File: src/rtl/core/tked_pkg.sv
// Shared types, constants and the sequence matcher for the terminal key escape decoder.
`timescale 1ns / 1ps

package tked_pkg;

   // Most results one input transfer can cause: ESC, three held bytes, one fresh byte.
   localparam int MaxResults = 5;
   localparam int CntWidth   = $clog2(MaxResults + 1);
   localparam int IdxWidth   = $clog2(MaxResults);

   // Byte values that steer decoding.
   localparam logic [7:0] ByteEsc     = 8'h1B;
   localparam logic [7:0] ByteLf      = 8'h0A;
   localparam logic [7:0] ByteDel     = 8'h7F;
   localparam logic [7:0] ByteBs      = 8'h08;
   localparam logic [7:0] ByteSs3     = 8'h4F;  // 'O'
   localparam logic [7:0] ByteCsi     = 8'h5B;  // '['
   localparam logic [7:0] ByteTilde   = 8'h7E;  // '~'

   // Input kinds.
   localparam logic KindByte = 1'b0;
   localparam logic KindIdle = 1'b1;

   // Dense key ids.
   localparam logic [4:0] KeyF1    = 5'd0;
   localparam logic [4:0] KeyF2    = 5'd1;
   localparam logic [4:0] KeyF3    = 5'd2;
   localparam logic [4:0] KeyF4    = 5'd3;
   localparam logic [4:0] KeyF5    = 5'd4;
   localparam logic [4:0] KeyF6    = 5'd5;
   localparam logic [4:0] KeyF7    = 5'd6;
   localparam logic [4:0] KeyF8    = 5'd7;
   localparam logic [4:0] KeyF9    = 5'd8;
   localparam logic [4:0] KeyF12   = 5'd9;
   localparam logic [4:0] KeyIns   = 5'd10;
   localparam logic [4:0] KeyDel   = 5'd11;
   localparam logic [4:0] KeyPgUp  = 5'd12;
   localparam logic [4:0] KeyPgDn  = 5'd13;
   localparam logic [4:0] KeyUp    = 5'd14;
   localparam logic [4:0] KeyDown  = 5'd15;
   localparam logic [4:0] KeyRight = 5'd16;
   localparam logic [4:0] KeyLeft  = 5'd17;
   localparam logic [4:0] KeyEnd   = 5'd18;
   localparam logic [4:0] KeyHome  = 5'd19;
   localparam logic [4:0] KeyEnter = 5'd20;

   // One result item.
   typedef struct packed {
      logic       is_key;
      logic [4:0] key_id;
      logic [7:0] out_byte;
   } res_type;

   // All results of one input transfer, handed from decoder to output stage.
   typedef struct packed {
      res_type [MaxResults-1:0] ent;
      logic [CntWidth-1:0]      cnt;
   } list_type;

   // Outcome of matching the held prefix plus one new byte.
   typedef struct packed {
      logic       hit;
      logic       part;
      logic [4:0] key;
   } match_type;

   function automatic res_type make_byte(logic [7:0] b);
      res_type r;
      r.is_key   = 1'b0;
      r.key_id   = 5'd0;
      r.out_byte = b;
      return r;
   endfunction

   function automatic res_type make_key(logic [4:0] k);
      res_type r;
      r.is_key   = 1'b1;
      r.key_id   = k;
      r.out_byte = 8'h00;
      return r;
   endfunction

   // Match the candidate (held bytes, then b) against all key sequences after ESC.
   function automatic match_type classify(logic [1:0] pcnt, logic [7:0] p0,
                                          logic [7:0] p1, logic [7:0] p2,
                                          logic [7:0] b);
      match_type m;
      m.hit  = 1'b0;
      m.part = 1'b0;
      m.key  = 5'd0;
      case (pcnt)
         2'd0: begin
            m.part = (b == ByteSs3) || (b == ByteCsi);
         end
         2'd1: begin
            if (p0 == ByteSs3) begin
               m.hit = 1'b1;
               case (b)
                  "P":     m.key = KeyF1;
                  "Q":     m.key = KeyF2;
                  "R":     m.key = KeyF3;
                  "S":     m.key = KeyF4;
                  default: m.hit = 1'b0;
               endcase
            end else if (p0 == ByteCsi) begin
               m.hit = 1'b1;
               case (b)
                  "A":     m.key = KeyUp;
                  "B":     m.key = KeyDown;
                  "C":     m.key = KeyRight;
                  "D":     m.key = KeyLeft;
                  "F":     m.key = KeyEnd;
                  "H":     m.key = KeyHome;
                  default: m.hit = 1'b0;
               endcase
               m.part = b inside {"1", "2", "3", "5", "6"};
            end
         end
         2'd2: begin
            if (p0 == ByteCsi) begin
               case (p1)
                  "1":     m.part = b inside {"5", "7", "8", "9"};
                  "2": begin
                     m.part = b inside {"0", "4"};
                     m.hit  = (b == ByteTilde);
                     m.key  = KeyIns;
                  end
                  "3": begin
                     m.hit = (b == ByteTilde);
                     m.key = KeyDel;
                  end
                  "5": begin
                     m.hit = (b == ByteTilde);
                     m.key = KeyPgUp;
                  end
                  "6": begin
                     m.hit = (b == ByteTilde);
                     m.key = KeyPgDn;
                  end
                  default: m.part = 1'b0;
               endcase
            end
         end
         default: begin
            if (p0 == ByteCsi && b == ByteTilde) begin
               m.hit = 1'b1;
               if (p1 == "1") begin
                  case (p2)
                     "5":     m.key = KeyF5;
                     "7":     m.key = KeyF6;
                     "8":     m.key = KeyF7;
                     "9":     m.key = KeyF8;
                     default: m.hit = 1'b0;
                  endcase
               end else if (p1 == "2") begin
                  case (p2)
                     "0":     m.key = KeyF9;
                     "4":     m.key = KeyF12;
                     default: m.hit = 1'b0;
                  endcase
               end else begin
                  m.hit = 1'b0;
               end
            end
         end
      endcase
      return m;
   endfunction

endpackage

File: src/rtl/core/tked_decode.sv
// Sequence state and per-transfer result list builder for the escape decoder.
`timescale 1ns / 1ps

module tked_decode
   import tked_pkg::*;
(
   input  logic       clock,
   input  logic       reset,
   input  logic       accept,
   input  logic       kind,
   input  logic [7:0] data_byte,
   output list_type   list
);

   logic       pend_ff;
   logic       pend_in;
   logic [1:0] pcnt_ff;
   logic [1:0] pcnt_in;
   logic [7:0] pbyte_ff [3];

   match_type           cls;
   logic                is_esc;
   logic                store;
   logic                flush;
   logic                use_fresh;
   logic                key_hit;
   res_type             fresh_res;
   logic [CntWidth-1:0] flush_n;

   assign cls    = classify(pcnt_ff, pbyte_ff[0], pbyte_ff[1], pbyte_ff[2], data_byte);
   assign is_esc = (data_byte == ByteEsc);

   // Result for a byte seen outside a sequence.
   always_comb begin
      if (data_byte == ByteLf) begin
         fresh_res = make_key(KeyEnter);
      end else if (data_byte == ByteDel) begin
         fresh_res = make_byte(ByteBs);
      end else begin
         fresh_res = make_byte(data_byte);
      end
   end

   // Decide what this transfer does to the open sequence.
   always_comb begin
      pend_in   = pend_ff;
      pcnt_in   = pcnt_ff;
      store     = 1'b0;
      flush     = 1'b0;
      use_fresh = 1'b0;
      key_hit   = 1'b0;
      if (kind == KindIdle) begin
         if (pend_ff) begin
            flush   = 1'b1;
            pend_in = 1'b0;
            pcnt_in = 2'd0;
         end
      end else if (!pend_ff) begin
         use_fresh = 1'b1;
         pend_in   = is_esc;
         pcnt_in   = 2'd0;
      end else if (cls.hit) begin
         key_hit = 1'b1;
         pend_in = 1'b0;
         pcnt_in = 2'd0;
      end else if (cls.part && pcnt_ff != 2'd3) begin
         store   = 1'b1;
         pcnt_in = pcnt_ff + 2'd1;
      end else begin
         flush     = 1'b1;
         use_fresh = 1'b1;
         pend_in   = is_esc;
         pcnt_in   = 2'd0;
      end
   end

   // Build the ordered result list: flushed ESC and prefix first, then the fresh byte.
   assign flush_n = flush ? CntWidth'(pcnt_ff) + CntWidth'(1) : '0;

   always_comb begin
      for (int i = 0; i < MaxResults; i++) begin
         list.ent[i] = fresh_res;
      end
      if (key_hit) begin
         list.ent[0] = make_key(cls.key);
      end else if (flush) begin
         list.ent[0] = make_byte(ByteEsc);
         for (int i = 1; i <= 3; i++) begin
            if (pcnt_ff >= 2'(i)) begin
               list.ent[i] = make_byte(pbyte_ff[i-1]);
            end
         end
      end
      if (key_hit) begin
         list.cnt = CntWidth'(1);
      end else begin
         list.cnt = flush_n + CntWidth'(use_fresh && !is_esc);
      end
   end

   // Sequence state registers.
   always_ff @(posedge clock) begin
      if (reset) begin
         pend_ff <= 1'b0;
         pcnt_ff <= 2'd0;
      end else if (accept) begin
         pend_ff <= pend_in;
         pcnt_ff <= pcnt_in;
      end
   end

   // Held prefix bytes; only entries below the count are ever read.
   always_ff @(posedge clock) begin
      if (accept && store) begin
         pbyte_ff[pcnt_ff] <= data_byte;
      end
   end

   // Held bytes exist only inside an open sequence.
   assert property (@(posedge clock) disable iff (reset) (pcnt_ff != 2'd0) |-> pend_ff)
      else $error("prefix count nonzero without an open sequence");

endmodule

File: src/rtl/core/tked_drain.sv
// Result list register that hands out one result per cycle unless stalled.
`timescale 1ns / 1ps

module tked_drain
   import tked_pkg::*;
(
   input  logic       clock,
   input  logic       reset,
   input  logic       load,
   input  list_type   list,
   output logic       free,
   output logic       rsp_valid,
   input  logic       rsp_stall,
   output logic       rsp_is_key,
   output logic [4:0] rsp_key_id,
   output logic [7:0] rsp_out_byte,
   output logic       rsp_last
);

   res_type [MaxResults-1:0] ent_ff;
   logic [CntWidth-1:0]      cnt_ff;
   logic [IdxWidth-1:0]      idx_ff;

   logic    busy;
   logic    take;
   logic    at_last;
   res_type cur;

   assign busy    = (cnt_ff != '0);
   assign take    = busy && !rsp_stall;
   assign at_last = (CntWidth'(idx_ff) + CntWidth'(1) == cnt_ff);
   assign free    = !busy || (take && at_last);

   // Present the current entry.
   assign cur          = ent_ff[idx_ff];
   assign rsp_valid    = busy;
   assign rsp_is_key   = cur.is_key;
   assign rsp_key_id   = cur.key_id;
   assign rsp_out_byte = cur.out_byte;
   assign rsp_last     = at_last;

   // Control: load a new list or step through the current one.
   always_ff @(posedge clock) begin
      if (reset) begin
         cnt_ff <= '0;
         idx_ff <= '0;
      end else if (load && list.cnt != '0) begin
         cnt_ff <= list.cnt;
         idx_ff <= '0;
      end else if (take && at_last) begin
         cnt_ff <= '0;
         idx_ff <= '0;
      end else if (take) begin
         idx_ff <= idx_ff + IdxWidth'(1);
      end
   end

   // Payload of the list.
   always_ff @(posedge clock) begin
      if (load && list.cnt != '0) begin
         ent_ff <= list.ent;
      end
   end

   assert property (@(posedge clock) disable iff (reset)
                    cnt_ff <= CntWidth'(MaxResults))
      else $error("result count out of range");

   assert property (@(posedge clock) disable iff (reset)
                    busy |-> (CntWidth'(idx_ff) < cnt_ff))
      else $error("result index beyond result count");

   assert property (@(posedge clock) disable iff (reset)
                    (load && list.cnt != '0) |-> free)
      else $error("new result list loaded over undelivered results");

   assert property (@(posedge clock) reset |=> (cnt_ff == '0))
      else $error("result list not empty after reset");

endmodule

File: src/rtl/core/terminal_key_escape_decoder_top.sv
// Top level of the terminal key escape decoder.
//
// Input channel (req_*): one transfer carries either a received byte
// (req_kind = 0, req_data_byte) or an idle mark (req_kind = 1). Result
// channel (rsp_*): each transfer is a key id (rsp_is_key = 1) or a plain byte,
// and rsp_last marks the final result caused by one input transfer.
// Each input transfer yields zero to five results. They are built in the same
// cycle the input is taken and appear on the result channel in the next cycle,
// then drain one per cycle unless stalled. A new input is taken in the cycle
// the final result of the previous one is taken, so unstalled items with one
// result flow at one per cycle; with several results, new input waits for the
// final one to be taken. The single result list register sets this rate.
// Reset is synchronous: it closes any open sequence and empties the result
// list. While the receiver stalls, the current result holds and req_stall
// rises once the list cannot be freed in this cycle.
`timescale 1ns / 1ps

module terminal_key_escape_decoder_top
   import tked_pkg::*;
(
   input  logic       clock,
   input  logic       reset,
   input  logic       req_valid,
   output logic       req_stall,
   input  logic       req_kind,
   input  logic [7:0] req_data_byte,
   output logic       rsp_valid,
   input  logic       rsp_stall,
   output logic       rsp_is_key,
   output logic [4:0] rsp_key_id,
   output logic [7:0] rsp_out_byte,
   output logic       rsp_last
);

   logic     accept;
   logic     free;
   list_type list;

   assign req_stall = !free;
   assign accept    = req_valid && free;

   // Sequence tracking and result list construction.
   tked_decode u_decode (
      .clock     (clock),
      .reset     (reset),
      .accept    (accept),
      .kind      (req_kind),
      .data_byte (req_data_byte),
      .list      (list)
   );

   // Result list register and output serialization.
   tked_drain u_drain (
      .clock        (clock),
      .reset        (reset),
      .load         (accept),
      .list         (list),
      .free         (free),
      .rsp_valid    (rsp_valid),
      .rsp_stall    (rsp_stall),
      .rsp_is_key   (rsp_is_key),
      .rsp_key_id   (rsp_key_id),
      .rsp_out_byte (rsp_out_byte),
      .rsp_last     (rsp_last)
   );

endmodule
File: config.mk
export PLATFORM = sky130hd
export DESIGN_NAME = terminal_key_escape_decoder_top
export DESIGN_NICKNAME = d
export VERILOG_FILES = /design/src/rtl/core/tked_pkg.sv /design/src/rtl/core/tked_decode.sv /design/src/rtl/core/tked_drain.sv /design/src/rtl/core/terminal_key_escape_decoder_top.sv
export SDC_FILE = /design/constraint.sdc
export NUM_CORES = 1
export LEC_CHECK = 0
export BUFFER_PORTS_ARGS = -buffer_cell sky130_fd_sc_hd__buf_2
export CAP_MARGIN = 30
export CORE_MARGIN = 5
export CORE_UTILIZATION = 45
export CTS_CLUSTER_SIZE = 30
export DETAILED_ROUTE_END_ITERATION = 12
export GPL_TIMING_DRIVEN = 0
export RECOVER_POWER = 25
export SYNTH_ARGS = -nofsm -noshare
export SYNTH_HDL_FRONTEND = slang
export SYNTH_HIERARCHICAL = 1
export SYNTH_SLANG_ARGS = --single-unit
File: constraint.sdc
create_clock -name clock -period 6.1 [get_ports clock]
set_input_delay 0.61 -clock clock [delete_from_list [all_inputs] [get_ports clock]]
set_output_delay 0.61 -clock clock [all_outputs]
set_load 0.005 [all_outputs]
==> results.cfg, run 1 <==
[clock_tree]
clock_tree.buffer_depth = 2
postCtsSetupBuffers = 0
cts_sinks = 103
root_buffer = clkbuf_16
clock_latency_ns = 0.35
hold_buffers = 0
cts_tree = done
clk_pin_slew_ns = 0.07
cts.repair.resized = 0
cts-htree-levels = 3
cts_buffers = 9

[worst_setup_path]
path_class = input port to flop
path_delay_family = compound AO/OA/AOI/OAI gates
critical-path-slowest-cell = o31a_2
worstPathCellList = clkbuf_1 -> clkbuf_1 -> and4b_1 -> o21ai_0 -> a2111oi_0 -> o21ai_0 -> o22ai_1 -> nor2b_1 -> ha_1 -> ha_1 -> xnor2_1 -> and2_1 -> o31a_2 -> nor2_1 -> a32o_1
path_buf_inv = 2
cp-start-kind = input port
critical_path.max_stage_delay_ns = 0.70
required_ns = 6.35
worst_setup_path_end_kind = flop
cp.arrival_ns = 5.15
crit_fanout = 34

[logic_synthesis]
synth_area_per_cell_sq_um = 12.2
synth_top_family_by_area = simple AND/OR/NAND/NOR gates
syn_area_sq_um = 5540
post_synth_inst_count = 453
synthMuxAreaShare_pct = 10.9
synth-main-ff-cell = edfxtp_1
synth_edf_count = 94
synth_cell_types = 72
synthXorXnorAreaFrac_pct = 1.69
synthSimpleGateAreaFrac_pct = 15.0
synth-seq-cells = 103
synth-seq-area-share_pct = 54.2
ys_async_sr_fraction_pct = 0
synth-adder-area-share_pct = 1.81
synth_compound_area_share_pct = 9.82
ys_warn_count = 6

[grt]
grt_pass1_wl_mm = 19.9
grt_max_degree = 40
antenna_found_initial = 0
grt_pass1_vias = 3565
grt_usage_pct = 18.0
overflow = 0

[place]
post_dp_cell_area_sq_um = 5950
io_buffers = 28
globalplace.congestion = 0.932
dp_hpwl_mm = 8.81

[layout]
antenna_cells = 0
nFillCells = 1066
final_net_count = 525
area_delta_synth_final_pct = 11.7
finalInstanceArea_sq_um = 6190
finish.utilization_pct = 51.3
layout-drive-gt1-share_pct = 22.0

[sta]
tns_ns = 0
slew_violations = 0
relSlewSlack_pct = 40.5
worstMarginPinSlew_ns = 0.884
hold_viol = 0
finalCritPeriodShare_pct = 80.3
hold_ws_ns = 0.518
skew_ns = 0.00647
grt_setup_unrepaired = false
period_minus_slack_ns = 4.90
setup_viol = 0
max_freq_mhz = 204

[die]
io_pins = 30
dieWidth_um = 121
die_area_sq_um = 14600
fp.dieH_um = 121
core_area_sq_um = 12100
start_util_pct = 45.9
row_count = 40

[power]
p_leak_nw = 2.20
ir_drop_uv = 145
power_density_nw_per_um2 = 238
finalPower_mw = 1.48

[routing]
route.detailed.drc = 0
postRouteAntennaNets = 0
drt_iter0_markers = 310
vias = 3656
wl_per_cell_um = 17.9
wirelength_mm = 12.1
firstDrtPassIters = 5
viasPerCell = 5.40

[run_status]
status = completed

[flow_run]
drv_cap = 0

[min_path]
hold_path.class = input port to flop
-- placed cells by master, fill, tap and decap left out, types with 3 or more instances in the layout --
cell type,Yosys,layout
edfxtp_1,94,94
nand2_1,39,39
inv_1,28,28
o21ai_0,25,27
clkbuf_1,13,24
buf_2,5,23
mux2_2,23,23
buf_4,21,19
a21oi_1,18,18
nor2_1,17,17
mux4_2,14,14
nor2b_1,13,13
conb_1,1,12
and2_1,13,9
clkbuf_16,0,9
dfxtp_1,9,9
ha_1,8,8
nand3_1,7,7
nor3b_1,7,7
nor3_1,6,6
nand2b_1,6,6
or3_1,5,5
nor4_1,5,5
nor4b_1,3,4
and2_0,0,4
xnor2_1,4,4
and3_1,4,4
xor2_1,4,4
clkinv_2,0,3
o2bb2ai_1,3,3
-- area by class of cell --
class	instances	area [sq um]	area share [%]
tap	168	210	3.39
buffer	41	251	4.06
clock buffer	10	229	3.70
multi-input combinational	292	2180	35.2
clock inverter	6	61.3	0.990
timing repair buffer	29	150	2.42
sequential	103	3000	48.5
inverter	28	105	1.70
-- state kept, by name, summed over array words and instances, names as in the netlist --
register,flops
u_drain/ent_ff,70
u_decode/pbyte_ff,24
u_drain/cnt_ff,3
u_drain/idx_ff,3
u_decode/pcnt_ff,2
u_decode/pend_ff,1
-- routing by layer --
layer | vias up | GRT usage (%) | share of wire (%)
li1 | 1762 | - | -
met1 | 1777 | 25.9 | 48
met2 | 100 | 26.9 | 45
met3 | 17 | 2.98 | 4.6
met4 | 0 | 7.93 | 2.3
met5 | - | 0 | 0
-- cell families (layout without fill, tap and decap cells) --
| group | Yosys count | after routing |
|---|---|---|
| AOI/OAI and AO/OA | 79 | 79 |
| adders and majority gates | 8 | 8 |
| DFF | 103 | 103 |
| xor gates and xnor gates | 9 | 9 |
| buffers and inverters | 69 | 114 |
| and+or+nand+nor | 144 | 144 |
| muxes | 40 | 40 |
| other | 1 | 12 |
-- where the power goes --
| part | leakage (nW) | switching [mW] | total, mW | internal (mW) |
|---|---|---|---|---|
| registers | 0.945 | 0.00545 | 0.800 | 0.795 |
| logic | 1.11 | 0.0576 | 0.101 | 0.0436 |
| clock network | 0.142 | 0.258 | 0.575 | 0.317 |
-- synthesized netlist by cell type, types with 4 or more instances --
cell       n  share of area, %
buf_2      5              0.45
o21ai_0   25               2.3
nand2_1   39               2.6
and2_1    13               1.5
xor2_1     4              0.63
clkbuf_1  13              0.88
a21oi_1   18               1.6
dfxtp_1    9               3.3
buf_4     21               2.8
mux2_2    23               4.7
nor3b_1    7              0.95
ha_1       8               1.8
nand3_1    7              0.63
mux4_2    14               5.7
nand2b_1   6              0.68
nor4_1     5              0.56
xnor2_1    4              0.63
inv_1     28               1.9
edfxtp_1  94                51
nor2_1    17               1.2
and3_1     4              0.45
nor2b_1   13               1.5
or3_1      5              0.56
nor3_1     6              0.54
-- stage by stage --
stage / worst slack, ns / std cells
2_1_floorplan: 0.676 / 464
3_3_place_gp: -0.740 / 660
3_5_place_dp: 1.28 / 661
4_1_cts: 1.66 / 677
5_1_grt: 0.877 / 677
6_report: 1.20 / 677
-- worst paths after layout --
kind / startpoint / end / slack (ns) / cells after the start
min reg2reg: u_drain/cnt_ff[2] / u_drain/cnt_ff[2] / 0.54 / 2
max: req_data_byte[2] / u_drain/cnt_ff[0] / 1.20 / 15
min: req_data_byte[3] / u_decode/pbyte_ff[2][3] / 0.52 / 1
max reg2reg: u_decode/pbyte_ff[1][0] / u_drain/cnt_ff[0] / 1.38 / 14
Power figures use the tool's default switching activity.
==> run 2: changes to the inputs <==
- clock period: 6.1 -> 4.9 ns (I/O delays scaled with it)
==> run 2 against run 1 <==
Against the previous run:
- clock skew about the same
- total power rose by 23%
- first-iteration DRC count shrank 6.8%
- critical path depth did not move
- flip-flop and latch count stayed put
==> results.cfg, run 2 (synthesis gave the netlist of run 1 again) <==
[run_status]
status = completed

[sta]
max_freq_mhz = 224
grt_setup_unrepaired = false
slew_violations = 0
relSlewSlack_pct = 35.7
period_minus_slack_ns = 4.46
worstMarginPinSlew_ns = 0.962
setup_viol = 0
hold_viol = 0
worst_slack_ns = 0.435
finalCritPeriodShare_pct = 91.1
skew_ns = 0.00679
hold_ws_ns = 0.409

[clock_tree]
cts-htree-levels = 3
cts.repair.resized = 0
postCtsSetupBuffers = 0
cts_sinks = 103
clock_latency_ns = 0.35
hold_buffers = 0
cts_tree = done
root_buffer = clkbuf_16
cts_buffers = 9
clk_pin_slew_ns = 0.06
clock_tree.buffer_depth = 2

[layout]
area_delta_synth_final_pct = 12.0
final_net_count = 524
antenna_cells = 0
largest_reg_flops = 70
final_common_cell = edfxtp_1
mostFrequentLayoutCells = edfxtp_1 (94), nand2_1 (40), inv_1 (28), o21ai_0 (25), buf_2 (24)
fin_cells = 675
regMostFlops = u_drain/ent_ff
layout-drive-gt1-share_pct = 22.5
largest_registers = u_drain/ent_ff (70), u_decode/pbyte_ff (24)

[place]
dp_hpwl_mm = 8.63
place_ws_ns = 0.191
dpl.cell_count = 660
io_buffers = 28
globalplace.congestion = 0.939

[routing]
viasPerCell = 5.26
wirelength_mm = 11.9
drt_iter0_markers = 289
wl_per_cell_um = 17.6
route.detailed.drc = 0
postRouteAntennaNets = 0
vias = 3548
firstDrtPassIters = 4

[die]
fp.dieH_um = 121
row_count = 40
core_area_sq_um = 12100
dieWidth_um = 121
start_util_pct = 45.9
die_area_sq_um = 14600
io_pins = 30

[power]
power_density_nw_per_um2 = 293
ir_drop_uv = 122
finalPower_mw = 1.82
p_leak_nw = 2.20

[min_path]
holdCritStartpoint = req_data_byte[3]
hold_depth = 1
hold_path.class = input port to flop
hold-path-endpoint = u_decode/pbyte_ff[0][3]

[grt]
grt_pass1_wl_mm = 19.3
grt_pass1_vias = 3420
grt_usage_pct = 17.4
antenna_found_initial = 0
grt_max_degree = 73
overflow = 0

[worst_setup_path]
timing.rr.end = u_drain/cnt_ff[0]
cp-start-kind = input port
crit_fanout = 72
critPathLaunch = req_data_byte[6]
path_class = input port to flop
cp.arrival_ns = 4.70
required_ns = 5.14
r2r_slack_ns = 0.45
reg2reg_depth = 16
worst_setup_path_end_kind = flop
timing.rr.start = u_decode/pcnt_ff[0]

[flow_run]
drv_cap = 0
-- run 2: power by group --
group          switching [mW]  internal (mW)  leakage (nW)
registers             0.00664          0.990         0.945
clock network           0.309          0.391         0.135
logic                  0.0707         0.0532          1.12
total                   0.387           1.43          2.20
-- run 2: worst max-delay path, stage by stage --
cell	delay (ns)
clkbuf_1	0.32
nand3_1	0.15
nor4_1	0.49
nand4_1	0.31
o21ai_2	0.28
and2_0	0.32
a21oi_1	0.14
nor2b_1	0.16
ha_1	0.20
ha_1	0.19
xnor2_1	0.14
and2_1	0.18
o31a_4	0.72
nor2_1	0.28
a32o_1	0.33
-- run 2: worst max path at each step --
stage                        end  slack, ns  cells past startpoint
4_1_cts        u_drain/cnt_ff[0]       0.56                     16
3_3_place_gp   u_drain/cnt_ff[0]      -0.50                     15
2_1_floorplan  u_drain/cnt_ff[0]       0.52                     15
3_5_place_dp   u_drain/cnt_ff[0]       0.19                     15
5_1_grt        u_drain/cnt_ff[0]       0.13                     15
6_report       u_drain/cnt_ff[0]       0.44                     15
-- run 2: cell type report --
class / count / area (sq um)
tap: 168 / 210
inverter: 28 / 105
multi-input combinational: 292 / 2220
buffer: 41 / 253
timing repair buffer: 28 / 130
fill: 1062 / 5860
clock buffer: 9 / 225
sequential: 103 / 3000
clock inverter: 6 / 62.6
-- run 2: metal layers --
metal  vias up  global-route usage (%)  share of wire (%)
met4         0                    5.52                1.2
li1       1755                       -                  -
met1      1701                    25.3                 49
met5         -                       0                  0
met2        79                    25.5                 46
met3        13                    4.29                4.4
-- run 2: stage by stage --
stage,util [%],setup TNS [ns],instance area (sq um)
after detailed placement,49.3,0,5940
after global routing,51.4,0,6200
after CTS,51.6,0,6230
after global placement,49.2,-9.23,5930
final,51.4,0,6200
after floorplan,-,0,5580
